## src/hdl/rst_pkg.sv

```systemverilog
// package for the request slot tracker
// shared types, widths and request kind codes; no dependencies
package rst_pkg;
  localparam int SlotCount = 2;
  localparam int SlotW = (SlotCount > 1) ? $clog2(SlotCount) : 1;

  localparam logic [3:0] KIND_QUEUE      = 4'd0;
  localparam logic [3:0] KIND_INVALIDATE = 4'd1;
  localparam logic [3:0] KIND_TAKE       = 4'd2;
  localparam logic [3:0] KIND_COMPLETE   = 4'd3;
  localparam logic [3:0] KIND_RETRY      = 4'd4;
  localparam logic [3:0] KIND_RETRY_NC   = 4'd5;
  localparam logic [3:0] KIND_FAIL       = 4'd6;
  localparam logic [3:0] KIND_FAIL_NC    = 4'd7;
  localparam logic [3:0] KIND_QUERY      = 4'd8;

  localparam logic [1:0] ST_IDLE    = 2'd0;
  localparam logic [1:0] ST_PENDING = 2'd1;
  localparam logic [1:0] ST_READY   = 2'd2;
  localparam logic [1:0] ST_FAILED  = 2'd3;

  typedef struct packed {
    logic [3:0]  kind;
    logic [1:0]  slot_id;
    logic [31:0] owner;
    logic [31:0] current_owner;
    logic [31:0] timestamp;
    logic [31:0] sequence_req;
    logic [31:0] generation;
    logic [63:0] order;
    logic [7:0]  attempt;
    logic        snapshot_present;
  } req_in_t;

  typedef struct packed {
    logic        ok;
    logic [1:0]  out_slot;
    logic [31:0] out_generation;
    logic [63:0] out_order;
    logic [31:0] out_owner;
    logic [31:0] out_timestamp;
    logic [31:0] out_sequence;
    logic [7:0]  out_attempt;
    logic [1:0]  slot_status;
    logic        any_pending;
    logic        blocks_read;
  } req_out_t;

  // one slot entry as held in memory
  typedef struct packed {
    logic [31:0] gen;
    logic [31:0] owner;
    logic [1:0]  status;
    logic        snap;
    logic [31:0] r_gen;
    logic [63:0] r_order;
    logic [31:0] r_owner;
    logic [31:0] r_ts;
    logic [31:0] r_seq;
    logic [7:0]  r_attempt;
  } slot_t;
endpackage

```

## src/hdl/rst_if.sv

```systemverilog
// valid/ready channel carrying one payload
// no dependencies
interface rst_req_if #(parameter type payload_t = logic);
  logic     valid;
  logic     ready;
  payload_t data;
  modport source (output valid, output data, input ready);
  modport sink (input valid, input data, output ready);
endinterface

```

## src/hdl/request_slot_tracker_unit.sv

```systemverilog
// request slot tracker top level: sequencer around the slot memory
// depends on rst_pkg, rst_req_if, rst_slot_mem
// sequence: S_READ issues the slot entry read, S_EXEC applies the request, S_OUT holds the result;
// take next scans every slot in S_SCAN (one memory read per slot scanned) before S_EXEC
// one request at a time: the next is accepted only once the result has been taken
// reset: S_CLEAR first clears the memory slot by slot, no request taken meanwhile
// pending flags and order counter are cleared by rst_ni, max_attempts is reset to 3
module request_slot_tracker_unit
  import rst_pkg::*;
(
  input  logic       clk_i,
  input  logic       rst_ni,
  rst_req_if.sink    in_if,
  rst_req_if.source  out_if,
  input  logic       cfg_we_i,
  input  logic [7:0] cfg_wdata_i
);
  typedef enum logic [2:0] {S_CLEAR, S_IDLE, S_READ, S_EXEC, S_SCAN, S_OUT} state_e;

  state_e           state_q;
  logic [SlotW:0]   cnt_q;
  logic [SlotW-1:0] best_q;
  logic             found_q;
  logic [63:0]      best_order_q;
  logic [7:0]       max_att_q;
  logic [63:0]      next_order_q;
  logic [SlotCount-1:0] pend_q;
  req_in_t          req_q;
  req_out_t         res_q;

  logic             mem_we;
  logic [SlotW-1:0] mem_waddr, mem_raddr;
  slot_t            mem_wdata, rd;

  rst_slot_mem u_mem (
    .clk_i, .we_i(mem_we), .waddr_i(mem_waddr), .wdata_i(mem_wdata),
    .raddr_i(mem_raddr), .rdata_o(rd)
  );

  logic        in_range;
  logic [31:0] gen_inc;
  logic [63:0] ord_inc;
  logic        match;
  slot_t       nw;
  logic        we_x;
  req_out_t    res_x;
  logic [63:0] ord_x;
  logic [SlotCount-1:0] pend_x;

  assign in_range = 32'(req_q.slot_id) < 32'(SlotCount);
  assign gen_inc  = (rd.gen + 32'd1 == 32'd0) ? 32'd1 : rd.gen + 32'd1;
  assign ord_inc  = (next_order_q + 64'd1 == 64'd0) ? 64'd1 : next_order_q + 64'd1;
  assign match    = req_q.generation == rd.gen && req_q.owner != 32'd0 &&
                    req_q.owner == rd.owner && rd.status == ST_PENDING;

  always_comb begin
    nw     = rd;
    we_x   = 1'b0;
    res_x  = '0;
    ord_x  = next_order_q;
    pend_x = pend_q;
    if (in_range) begin
      case (req_q.kind)
        KIND_QUEUE: begin
          nw = '{gen: gen_inc, owner: req_q.owner, status: ST_PENDING, snap: 1'b0,
                 r_gen: gen_inc, r_order: ord_inc, r_owner: req_q.owner,
                 r_ts: req_q.timestamp, r_seq: req_q.sequence_req, r_attempt: 8'd0};
          we_x = 1'b1;
          ord_x = ord_inc;
          pend_x[req_q.slot_id[SlotW-1:0]] = 1'b1;
          res_x.ok = 1'b1;
          res_x.out_slot = req_q.slot_id;
          res_x.out_generation = gen_inc;
          res_x.out_order = ord_inc;
          res_x.out_owner = req_q.owner;
          res_x.out_timestamp = req_q.timestamp;
          res_x.out_sequence = req_q.sequence_req;
        end
        KIND_INVALIDATE: begin
          nw = '0;
          nw.gen = gen_inc;
          nw.owner = req_q.owner;
          nw.status = ST_IDLE;
          we_x = 1'b1;
          pend_x[req_q.slot_id[SlotW-1:0]] = 1'b0;
          res_x.ok = 1'b1;
          res_x.out_slot = req_q.slot_id;
        end
        KIND_COMPLETE: begin
          if (req_q.snapshot_present && match && req_q.owner == req_q.current_owner) begin
            nw.status = ST_READY;
            nw.snap = 1'b1;
            nw.r_gen = req_q.generation;
            nw.r_order = req_q.order;
            nw.r_owner = req_q.owner;
            nw.r_ts = req_q.timestamp;
            nw.r_seq = req_q.sequence_req;
            nw.r_attempt = req_q.attempt;
            we_x = 1'b1;
            res_x.ok = 1'b1;
          end
        end
        KIND_RETRY, KIND_RETRY_NC: begin
          if (match && (req_q.kind == KIND_RETRY_NC || req_q.owner == req_q.current_owner)
              && req_q.attempt < max_att_q) begin
            nw.r_gen = req_q.generation;
            nw.r_order = ord_inc;
            nw.r_owner = req_q.owner;
            nw.r_ts = req_q.timestamp;
            nw.r_seq = req_q.sequence_req;
            nw.r_attempt = req_q.attempt + 8'd1;
            we_x = 1'b1;
            ord_x = ord_inc;
            pend_x[req_q.slot_id[SlotW-1:0]] = 1'b1;
            res_x.ok = 1'b1;
            res_x.out_slot = req_q.slot_id;
            res_x.out_generation = req_q.generation;
            res_x.out_order = ord_inc;
            res_x.out_owner = req_q.owner;
            res_x.out_timestamp = req_q.timestamp;
            res_x.out_sequence = req_q.sequence_req;
            res_x.out_attempt = req_q.attempt + 8'd1;
          end
        end
        KIND_FAIL, KIND_FAIL_NC: begin
          if (match && (req_q.kind == KIND_FAIL_NC || req_q.owner == req_q.current_owner)) begin
            nw.status = ST_FAILED;
            nw.snap = 1'b0;
            we_x = 1'b1;
            res_x.ok = 1'b1;
          end
        end
        KIND_QUERY: begin
          res_x.ok = rd.status == ST_READY && rd.snap;
          res_x.out_slot = req_q.slot_id;
          res_x.out_owner = rd.owner;
          res_x.out_timestamp = rd.r_ts;
        end
        default: ;
      endcase
      res_x.slot_status = nw.status;
      res_x.blocks_read = nw.status == ST_PENDING || nw.status == ST_FAILED;
    end
    // take next: scan result held in res_q, slot_id entry in rd
    if (req_q.kind == KIND_TAKE && found_q) begin
      pend_x[best_q] = 1'b0;
      res_x.ok = 1'b1;
      res_x.out_slot = res_q.out_slot;
      res_x.out_generation = res_q.out_generation;
      res_x.out_order = res_q.out_order;
      res_x.out_owner = res_q.out_owner;
      res_x.out_timestamp = res_q.out_timestamp;
      res_x.out_sequence = res_q.out_sequence;
      res_x.out_attempt = res_q.out_attempt;
    end
    res_x.any_pending = |pend_x;
  end

  always_comb begin
    mem_we    = 1'b0;
    mem_waddr = req_q.slot_id[SlotW-1:0];
    mem_wdata = nw;
    mem_raddr = req_q.slot_id[SlotW-1:0];
    case (state_q)
      S_CLEAR: begin
        mem_we = 1'b1;
        mem_waddr = cnt_q[SlotW-1:0];
        mem_wdata = '0;
      end
      S_EXEC: mem_we = we_x;
      S_SCAN: begin
        if (32'(cnt_q) == SlotCount - 1) mem_raddr = req_q.slot_id[SlotW-1:0];
        else mem_raddr = cnt_q[SlotW-1:0] + SlotW'(1);
      end
      default: ;
    endcase
    if (state_q == S_READ && req_q.kind == KIND_TAKE) mem_raddr = '0;
  end

  assign in_if.ready  = state_q == S_IDLE;
  assign out_if.valid = state_q == S_OUT;
  assign out_if.data  = res_q;

  always_ff @(posedge clk_i or negedge rst_ni) begin
    if (!rst_ni) begin
      state_q <= S_CLEAR;
      cnt_q <= '0;
      best_q <= '0;
      found_q <= 1'b0;
      best_order_q <= '0;
      max_att_q <= 8'd3;
      next_order_q <= '0;
      pend_q <= '0;
      req_q <= '0;
      res_q <= '0;
    end else begin
      if (cfg_we_i) max_att_q <= cfg_wdata_i;
      case (state_q)
        S_CLEAR: begin
          cnt_q <= cnt_q + 1'b1;
          if (32'(cnt_q) == SlotCount - 1) state_q <= S_IDLE;
        end
        S_IDLE: if (in_if.valid) state_q <= S_READ;
        S_READ: begin
          cnt_q <= '0;
          found_q <= 1'b0;
          state_q <= (req_q.kind == KIND_TAKE) ? S_SCAN : S_EXEC;
        end
        S_EXEC: begin
          next_order_q <= ord_x;
          pend_q <= pend_x;
          res_q <= res_x;
          state_q <= S_OUT;
        end
        S_SCAN: begin
          // rd holds slot cnt_q
          if (pend_q[cnt_q[SlotW-1:0]] && (!found_q || rd.r_order < best_order_q)) begin
            found_q <= 1'b1;
            best_q <= cnt_q[SlotW-1:0];
            best_order_q <= rd.r_order;
            res_q.out_slot <= 2'(cnt_q[SlotW-1:0]);
            res_q.out_generation <= rd.r_gen;
            res_q.out_order <= rd.r_order;
            res_q.out_owner <= rd.r_owner;
            res_q.out_timestamp <= rd.r_ts;
            res_q.out_sequence <= rd.r_seq;
            res_q.out_attempt <= rd.r_attempt;
          end
          if (32'(cnt_q) == SlotCount - 1) state_q <= S_EXEC;
          cnt_q <= cnt_q + 1'b1;
        end
        S_OUT: if (out_if.ready) state_q <= S_IDLE;
        default: state_q <= S_IDLE;
      endcase
      if (state_q == S_IDLE && in_if.valid) req_q <= in_if.data;
    end
  end

`ifndef SYNTHESIS
  a_no_accept_busy: assert property (@(posedge clk_i) disable iff (!rst_ni)
    out_if.valid |-> !in_if.ready) else $error("accept while result held");
  a_out_stable: assert property (@(posedge clk_i) disable iff (!rst_ni)
    out_if.valid && !out_if.ready |=> out_if.valid && $stable(out_if.data))
    else $error("result dropped");
  a_ok_fields: assert property (@(posedge clk_i) disable iff (!rst_ni)
    out_if.valid && !out_if.data.ok && out_if.data.out_order != 64'd0 |-> 1'b0)
    else $error("order without ok");
`endif
endmodule

```

## src/hdl/rst_slot_mem.sv

```systemverilog
// slot entry memory, one write and one registered read port
// depends on rst_pkg
module rst_slot_mem
  import rst_pkg::*;
(
  input  logic             clk_i,
  input  logic             we_i,
  input  logic [SlotW-1:0] waddr_i,
  input  slot_t            wdata_i,
  input  logic [SlotW-1:0] raddr_i,
  output slot_t            rdata_o
);
  slot_t mem_q [SlotCount];

  always_ff @(posedge clk_i) begin
    if (we_i) mem_q[waddr_i] <= wdata_i;
    rdata_o <= mem_q[raddr_i];
  end
endmodule

```

## src/flat_wrapper.sv

```systemverilog
// flat-port wrapper written by rule: the top's interface ports become plain ports
module request_slot_tracker_unit_flat import rst_pkg::*;
  (clk_i, rst_ni, cfg_we_i, cfg_wdata_i, in_if_valid, in_if_data, in_if_ready, out_if_valid, out_if_data, out_if_ready);
  rst_req_if #(.payload_t(req_in_t)) in_if_i ();
  rst_req_if #(.payload_t(req_out_t)) out_if_i ();
  input  logic clk_i;
  input  logic rst_ni;
  input  logic cfg_we_i;
  input  logic [7:0] cfg_wdata_i;
  input wire logic [$bits(in_if_i.valid)-1:0] in_if_valid;
  input wire logic [$bits(in_if_i.data)-1:0] in_if_data;
  output wire logic [$bits(in_if_i.ready)-1:0] in_if_ready;
  output wire logic [$bits(out_if_i.valid)-1:0] out_if_valid;
  output wire logic [$bits(out_if_i.data)-1:0] out_if_data;
  input wire logic [$bits(out_if_i.ready)-1:0] out_if_ready;
  assign in_if_i.valid = in_if_valid;
  assign in_if_i.data = in_if_data;
  assign in_if_ready = in_if_i.ready;
  assign out_if_valid = out_if_i.valid;
  assign out_if_data = out_if_i.data;
  assign out_if_i.ready = out_if_ready;
  request_slot_tracker_unit u_core (.clk_i(clk_i), .rst_ni(rst_ni), .in_if(in_if_i), .out_if(out_if_i), .cfg_we_i(cfg_we_i), .cfg_wdata_i(cfg_wdata_i));
endmodule
```

## config.mk

```make
export PLATFORM = sky130hd
export DESIGN_NAME = request_slot_tracker_unit_flat
export DESIGN_NICKNAME = d
export VERILOG_FILES = /design/src/hdl/rst_pkg.sv /design/src/hdl/rst_if.sv /design/src/hdl/request_slot_tracker_unit.sv /design/src/hdl/rst_slot_mem.sv /design/src/flat_wrapper.sv
export SDC_FILE = /design/constraint.sdc
export NUM_CORES = 2
export LEC_CHECK = 0
export BUFFER_PORTS_ARGS = -buffer_cell sky130_fd_sc_hd__buf_2
export CORE_MARGIN = 2
export CORE_UTILIZATION = 61
export CTS_BUF_LIST = sky130_fd_sc_hd__clkbuf_16
export DETAILED_ROUTE_END_ITERATION = 10
export PLACE_DENSITY = 0.88
export RECOVER_POWER = 100
export SYNTH_ARGS = -nofsm -noshare
export SYNTH_HDL_FRONTEND = slang
export SYNTH_SLANG_ARGS = --single-unit
```

## constraint.sdc

```tcl
create_clock -name clk_i -period 31.2 [get_ports clk_i]
set_input_delay 4.68 -clock clk_i [delete_from_list [all_inputs] [get_ports clk_i]]
set_output_delay 4.68 -clock clk_i [all_outputs]
set_load 0.02 [all_outputs]
```

---- Word-level counts from Yosys, hierarchy flattened ----
Memories as Yosys holds them, arrays and structs flattened. A register that Yosys moved wholly into a read port is not among the register bits.
Index checks and enable logic that the tools add are counted.
operators by class
  $lt $le $gt $ge ......................... 8
  bitwise gates (word level) .............. 5
  add/subtract/negate cells ............... 5
  equality and inequality tests ........... 28
  muxes and demuxes ....................... 56
  reduce and logical (&&, ||, !) cells .... 40
operators with widths
  kind                                                              count
  200-bit one-hot mux with 4 select lines                           1
  203-bit two-way mux                                               3
  267-bit two-way mux                                               2
  202-bit one-hot mux with 2 select lines                           1
  205-bit two-way mux                                               1
  202-bit two-way mux                                               1
  200-bit two-way mux                                               1
  64-bit two-way mux                                                3
  64-bit one-hot mux with 3 select lines                            1
  96-bit one-hot mux with 2 select lines                            1
  64-bit one-hot mux with 2 select lines                            1
  32-bit == test                                                    3
  64-bit by 1-bit adder with 64-bit output (second input constant)  1
  64-bit logical NOT                                                1
  64-bit less-than comparator                                       1
  32-bit one-hot mux with 2 select lines                            1
  32-bit by 1-bit adder with 32-bit output (second input constant)  1
  32-bit logical NOT                                                1
  32-bit two-way mux                                                1
  32-bit nonzero test                                               1
  3-bit two-way mux                                                 7
  3-bit one-hot mux with 6 select lines                             1
  4-bit by 3-bit == test with 1-bit output (second input constant)  4
  1-bit two-way mux                                                 16
  40 further kinds                                                  87
word-level totals
  bits in registers ....................... 591
  memories ................................ 1
  bits in writable memories ............... 534
  logic and storage cells ................. 172
  output and inout bits ................... 209
  input bits .............................. 252
memories
  name                words  width  read ports  clocked after memory_dff  write ports  RTL line            source
  u_core.u_mem.mem_q  2      267    1           1                         1            rst_slot_mem.sv:13  slot_t mem_q [SlotCount];

---- Logic depth before layout (Yosys ltp) ----
  depth after elaboration ................. 12
  depth in mapped cells ................... 14
  gate-level depth less buffers ........... 11

---- Hierarchy ----
Synthesis repeated with hierarchy kept, for this count alone.
second synthesis, totals
  cells, all modules ...................... 4,959
  area total of the unflattened synthesis .. 61,373.9 um^2
by module, submodules not included
  module                     cells each  times used  sequential area each (um^2)  area each (um^2)
  request_slot_tracker_unit  3,859       1           14,791.7                     35,791.8
  rst_slot_mem               1,100       1           21,380.5                     25,582.0

---- Worst setup path before layout ----
No wires, ideal clock.
  path type ............................... reg-to-reg
  start ................................... register u_core.req_q[206] (netlist bit)
  end ..................................... memory u_core.u_mem.mem_q[0][0] (netlist bit) (enable)
  period minus slack after synthesis ...... 16,468 ps
  cell stages (with the launch flop) ...... 11
  setup time .............................. 989 ps
  data arrival time ....................... 15,479 ps
  path buffers ............................ 1
  required time ........................... 30,211 ps
  setup slack ............................. 14,732 ps
  cells stage by stage .................... dfrtp_1 -> clkbuf_1 -> nor2b_1 -> a2111oi_0 -> nand2_1 -> or4_1 -> nor4_2 -> a31oi_1 -> o21ai_0 -> nand2_1 -> o22ai_1
on the way
  cells in the longest elaborated chain, start to end .. 12
  elaborated cells between the ends (all ways) .. 21
  those cells by class .................... 2 x eq/ne; 8 x mux; 11 x reduce/logical
RTL lines
  item                                         RTL line                                                           source
  start: declaration                           request_slot_tracker_unit.sv:28                                    req_in_t req_q;
  start signal: assignment                     request_slot_tracker_unit.sv:235                                   if (state_q == S_IDLE && in_if.valid) req_q <= in_if.data;
  32-bit nonzero test                          request_slot_tracker_unit.sv:53                                    assign match = req_q.generation == rd.gen && req_q.owner != 32'd0 &&
  1-bit logical AND (2 in series)              request_slot_tracker_unit.sv:53
  1-bit logical AND                            request_slot_tracker_unit.sv:54                                    req_q.owner == rd.owner && rd.status == ST_PENDING;
  1-bit logical AND, on equally long branches  request_slot_tracker_unit.sv:104, request_slot_tracker_unit.sv:90
  1-bit logical AND, on equally long branches  request_slot_tracker_unit.sv:105, request_slot_tracker_unit.sv:90
  1-bit two-way mux, on equally long branches  request_slot_tracker_unit.sv:104, request_slot_tracker_unit.sv:90
  1-bit one-hot mux with 4 select lines (*)    request_slot_tracker_unit.sv:63                                    case (req_q.kind)
  1-bit two-way mux (*)                        request_slot_tracker_unit.sv:62                                    if (in_range) begin
  1-bit one-hot mux with 2 select lines (*)    request_slot_tracker_unit.sv:164                                   case (state_q)
  1-bit two-way mux (*)                        rst_slot_mem.sv:16                                                 if (we_i) mem_q[waddr_i] <= wdata_i;
  1-bit two-way mux (implied by the code) (*)  rst_slot_mem.sv:16
  end: declaration                             rst_slot_mem.sv:13
Mark *: on every way between the ends. The rest lies on a longest branch, timed or not.

==> summary.md <==
| Metric | Value |
|---|---|
| CTS Buffer Depth | `3` |
| Initial antenna violation count | `21` |
| Post-synth EDFFs | `between 500 and 600` |
| Worst path required time | `between 30 and 40 ns` |
| Setup Viol. Count Final | `0` |
| Grt total ovfl | `0` |
| Share of the synthesized area in the top cell type | `between 20% and 30%` |
| Initial Util | `between 60% and 70%` |
| Critical path's top delay family | `buffers and inverters` |
| Total GRT Usage | `between 30% and 40%` |
| DRT Pass-1 Iters | `7` |
| Synth area leaders | `edfxtp_1, dfrtp_1, mux2_2` |
| Area of the multi-input gates | `21700 um^2` |
| Bufs and invs on worst path | `4` |
| Die area | `101000 um^2` |
| Mapped Nets | `5383` |
| Port Buf Inserts | `460` |
| Post-layout util | `between 60 and 70%` |
| Final HPWL DP | `108 mm` |
| Sequential element share of the synthesized area | `between 60% and 70%` |
| Int Power | `roughly 0.0049 W` |
| Reg area | `between 30000 and 40000 um^2` |
| Pin count of the biggest net entering global routing | `167` |
| Final wirelength | `174 mm` |
| Post-CTS Hold Buffers | `0` |
| Layout Area Growth over Synthesis | `11.5%` |
| Post-CTS sizing | `0` |
| CTS buffer count | `between 100 and 150` |
| I/O pins | `~460` |
| Most frequent cells in the layout | `dfrtp_1, edfxtp_1, mux2_2, nand2_1, nor2_1` |
| Synthesized area | `59800 um^2` |
| # H-tree levels | `4` |
| Core footprint | `between 90000 and 100000 um^2` |
| Global-route wire length before repair | `~260 mm` |
| Worst-Skew Late Latency | `slightly below 0.8 ns` |
| Iteration-0 DRC Markers | `~5400` |
| Setup TNS | `0 ns` |
| Peak Freq | `62.6 MHz` |
| Combinational share of power | `a little over a third` |
| Switching power | `0.00303 W` |
| Final max-slew violation count | `about 2500` |
| Root Driver | `clkbuf_16` |
| Total instance count after detailed placement | `between 6000 and 7000` |
| Slew @ Worst Pin | `11.08 ns` |
| Crit path DAT | `about 17 ns` |
| Hold Crit Class | `flop to flop` |
| Distinct cells, synth | `86` |
| Peak VDD IR | `about 0.098 mV` |
| RSZ-0062 raised after global routing | `no` |
| Worst-path cell chain | `clkbuf_1 > clkbuf_1 > buf_4 > buf_4` |
| Crit path max-delay cell type | `clkbuf_1` |
| Clock Skew | `0.0383 ns` |
| Fill count | `6578` |
| Period utilisation layout | `between 50% and 60%` |
| Leak | `between 20 and 30 nW` |
| Failing checks | `capacitance limit, slew limit` |
| Flops & latches, synth | `~1400` |
| WS Path Type | `input port to asynchronous set/reset pin` |
| TritonCTS clock tree | `built` |
| Postcts setup bufs | `0` |
| GP Congestion | `0.993` |
| Syn Inst Count | `5057` |
| Setup WS pre-CTS | `roughly 23 ns` |
| Share of cells above drive strength 1 | `about 18%` |
| DIE WIDTH | `between 300 and 400 um` |
| Status | `finished with violations` |
| Minimum clock period | `between 15 and 20 ns` |
| Worst-path fanout max | `roughly 160` |
| Clk pwr share | `about 21%` |
| Nets@finish | `about 5700` |
| Ys Warns | `0` |
| Vias | `44200` |
| Ys async rst share | `a little over two fifths` |
| P per Cell Area | `between 100 and 150 nW/um^2` |
| Switching Share | `a little under two fifths` |
| Crit. End Element | `asynchronous set/reset pin` |
| Setup ws final | `15.24 ns` |
| CP peak stage delay | `~6.0 ns` |
| Die Height | `roughly 320 um` |
| MaxCap Viol Count | `38` |
| Worst-path clk slew | `0.06 ns` |
| Mapped Avg Cell Area | `~12 um^2` |
| Slew HR | `-639%` |
| Sequential power share | `~44%` |
| Final hold violations | `0` |
| Kind of start point of the critical path | `input port` |
| Rows | `about 110` |
| Cell taking the most area after synthesis | `edfxtp_1` |
| Post-route DRC violation count | `0` |
| Fin cells | `about 6800` |
| Post-DR wirelength/cell | `25.7 um` |
| Total power | `approximately 0.0079 W` |
| Commonest non-fill, non-tap cell in the layout | `dfrtp_1` |
| Clock sink count | `~1400` |
| Vias in the first global route | `43700` |
| Vias per std cell | `between 6 and 7` |
| Top_reg_cell synth | `dfrtp_1` |
| Routed Antenna Nets | `0` |
## area by class of cell
class	instances	share of cell area [%]
flip-flops and latches	1392	54.3
repair buffers	515	3.49
multi-input cells	3205	32.6
clock inverters	117	1.26
well taps	1276	2.39
diodes	19	0.0713
inverters	91	0.512
clock buffers	145	5.44
## state kept, by name, indices dropped and copies added (netlist names), 3 cells and up
name,flops
u_core.state_q,3
u_core.req_q,239
u_core.best_order_q,64
u_core.max_att_q,8
u_core.u_mem.rdata_o,267
u_core.out_if.data,207
u_core.next_order_q,64
u_core.u_mem.mem_q,534
## power groups by stage
stage / sequential, W / clock, W / combinational, W
4_1_cts: 0.00345 / 0.00166 / 0.00266
3_5_place_dp: 0.00345 / 0 / 0.00262
5_1_grt: 0.00358 / 0.00173 / 0.00295
2_1_floorplan: 0.00339 / 0 / 0.00176
6_report: 0.00352 / 0.00164 / 0.00276
3_3_place_gp: 0.00341 / 0 / 0.00249
## cell usage after synthesis, types with 5 or more instances
cell       count
or4_1         22
a211oi_1      16
clkbuf_8      10
buf_1         16
nand2_1      464
nor4b_1        7
a22o_1        80
o21ai_0      276
and3_1        23
o2111ai_1      6
o2bb2ai_1      6
nor3b_1        7
a22oi_1       93
o21a_1        10
dfrtp_1      589
a21o_1         8
a31oi_1       19
or3_1         23
dfxtp_1      267
nor4_1        58
xnor2_1      154
nand2b_1       6
o211ai_1      21
nor2b_1       28
buf_2         41
a21oi_1      257
ha_1          74
nand4_1       81
nor3_1        54
clkbuf_1     293
xor2_1       109
inv_1         91
nand4b_1       6
and2_1        16
mux2_2       505
a2111oi_0      7
nor2_1       446
edfxtp_1     534
and4_1        15
a221oi_1      88
or2_2          9
o31ai_1        5
a2bb2oi_1     48
nand3_1       89
## routing by layer
layer / up-vias / GRT usage (%) / routed length (um)
li1: 18900 / - / -
met5: - / 0 / 35
met2: 2827 / 53.6 / 82400
met3: 642 / 7.02 / 16700
met1: 21800 / 43.5 / 63700
met4: 6 / 19.9 / 11000
## path summary, 6_finish.rpt
kind	start	end	slack, ns	depth (start not counted)
setup / recovery	rst_ni	u_core.out_if.data[183]$_DFFE_PN0P_	15.24	4
hold / removal	u_core.u_mem.mem_q[0][237]$_DFFE_PP_	u_core.u_mem.rdata_o[237]$_DFF_P_	0.46	1
setup reg to reg	u_core.u_mem.rdata_o[243]$_DFF_P_	u_core.u_mem.mem_q[0][48]$_DFFE_PP_	18.61	10
hold reg to reg	u_core.u_mem.mem_q[0][237]$_DFFE_PP_	u_core.u_mem.rdata_o[237]$_DFF_P_	0.46	1
max in group clk_i	u_core.u_mem.rdata_o[243]$_DFF_P_	u_core.u_mem.mem_q[0][48]$_DFFE_PP_	18.61	10
min in group asynchronous	rst_ni	u_core.best_order_q[30]$_DFFE_PN0P_	5.72	1
## through the flow
stage          cell area (um^2)  hold WS, ns
6_report                  66700        0.459
5_1_grt                   66700        0.473
4_1_cts                   67100        0.466
3_5_place_dp              62700        0.455
3_3_place_gp              62700        0.448
2_1_floorplan             59800        0.444
## kinds of logic (layout without fill, tap and decap cells)
group / count (synthesis) / in the layout / synth area share, %
and+or+nand+nor: 1380 / 1380 / 10.7
xor gates and xnor gates: 263 / 263 / 3.85
DFF: 1392 / 1392 / 60.5
other: 0 / 19 / 0
muxes: 509 / 509 / 9.58
buffers and inverters: 460 / 868 / 3.27
AOI/OAI and AO/OA: 979 / 979 / 10.6
adders and majority gates: 74 / 74 / 1.55
No activity file was read; power rests on OpenSTA's default activity.
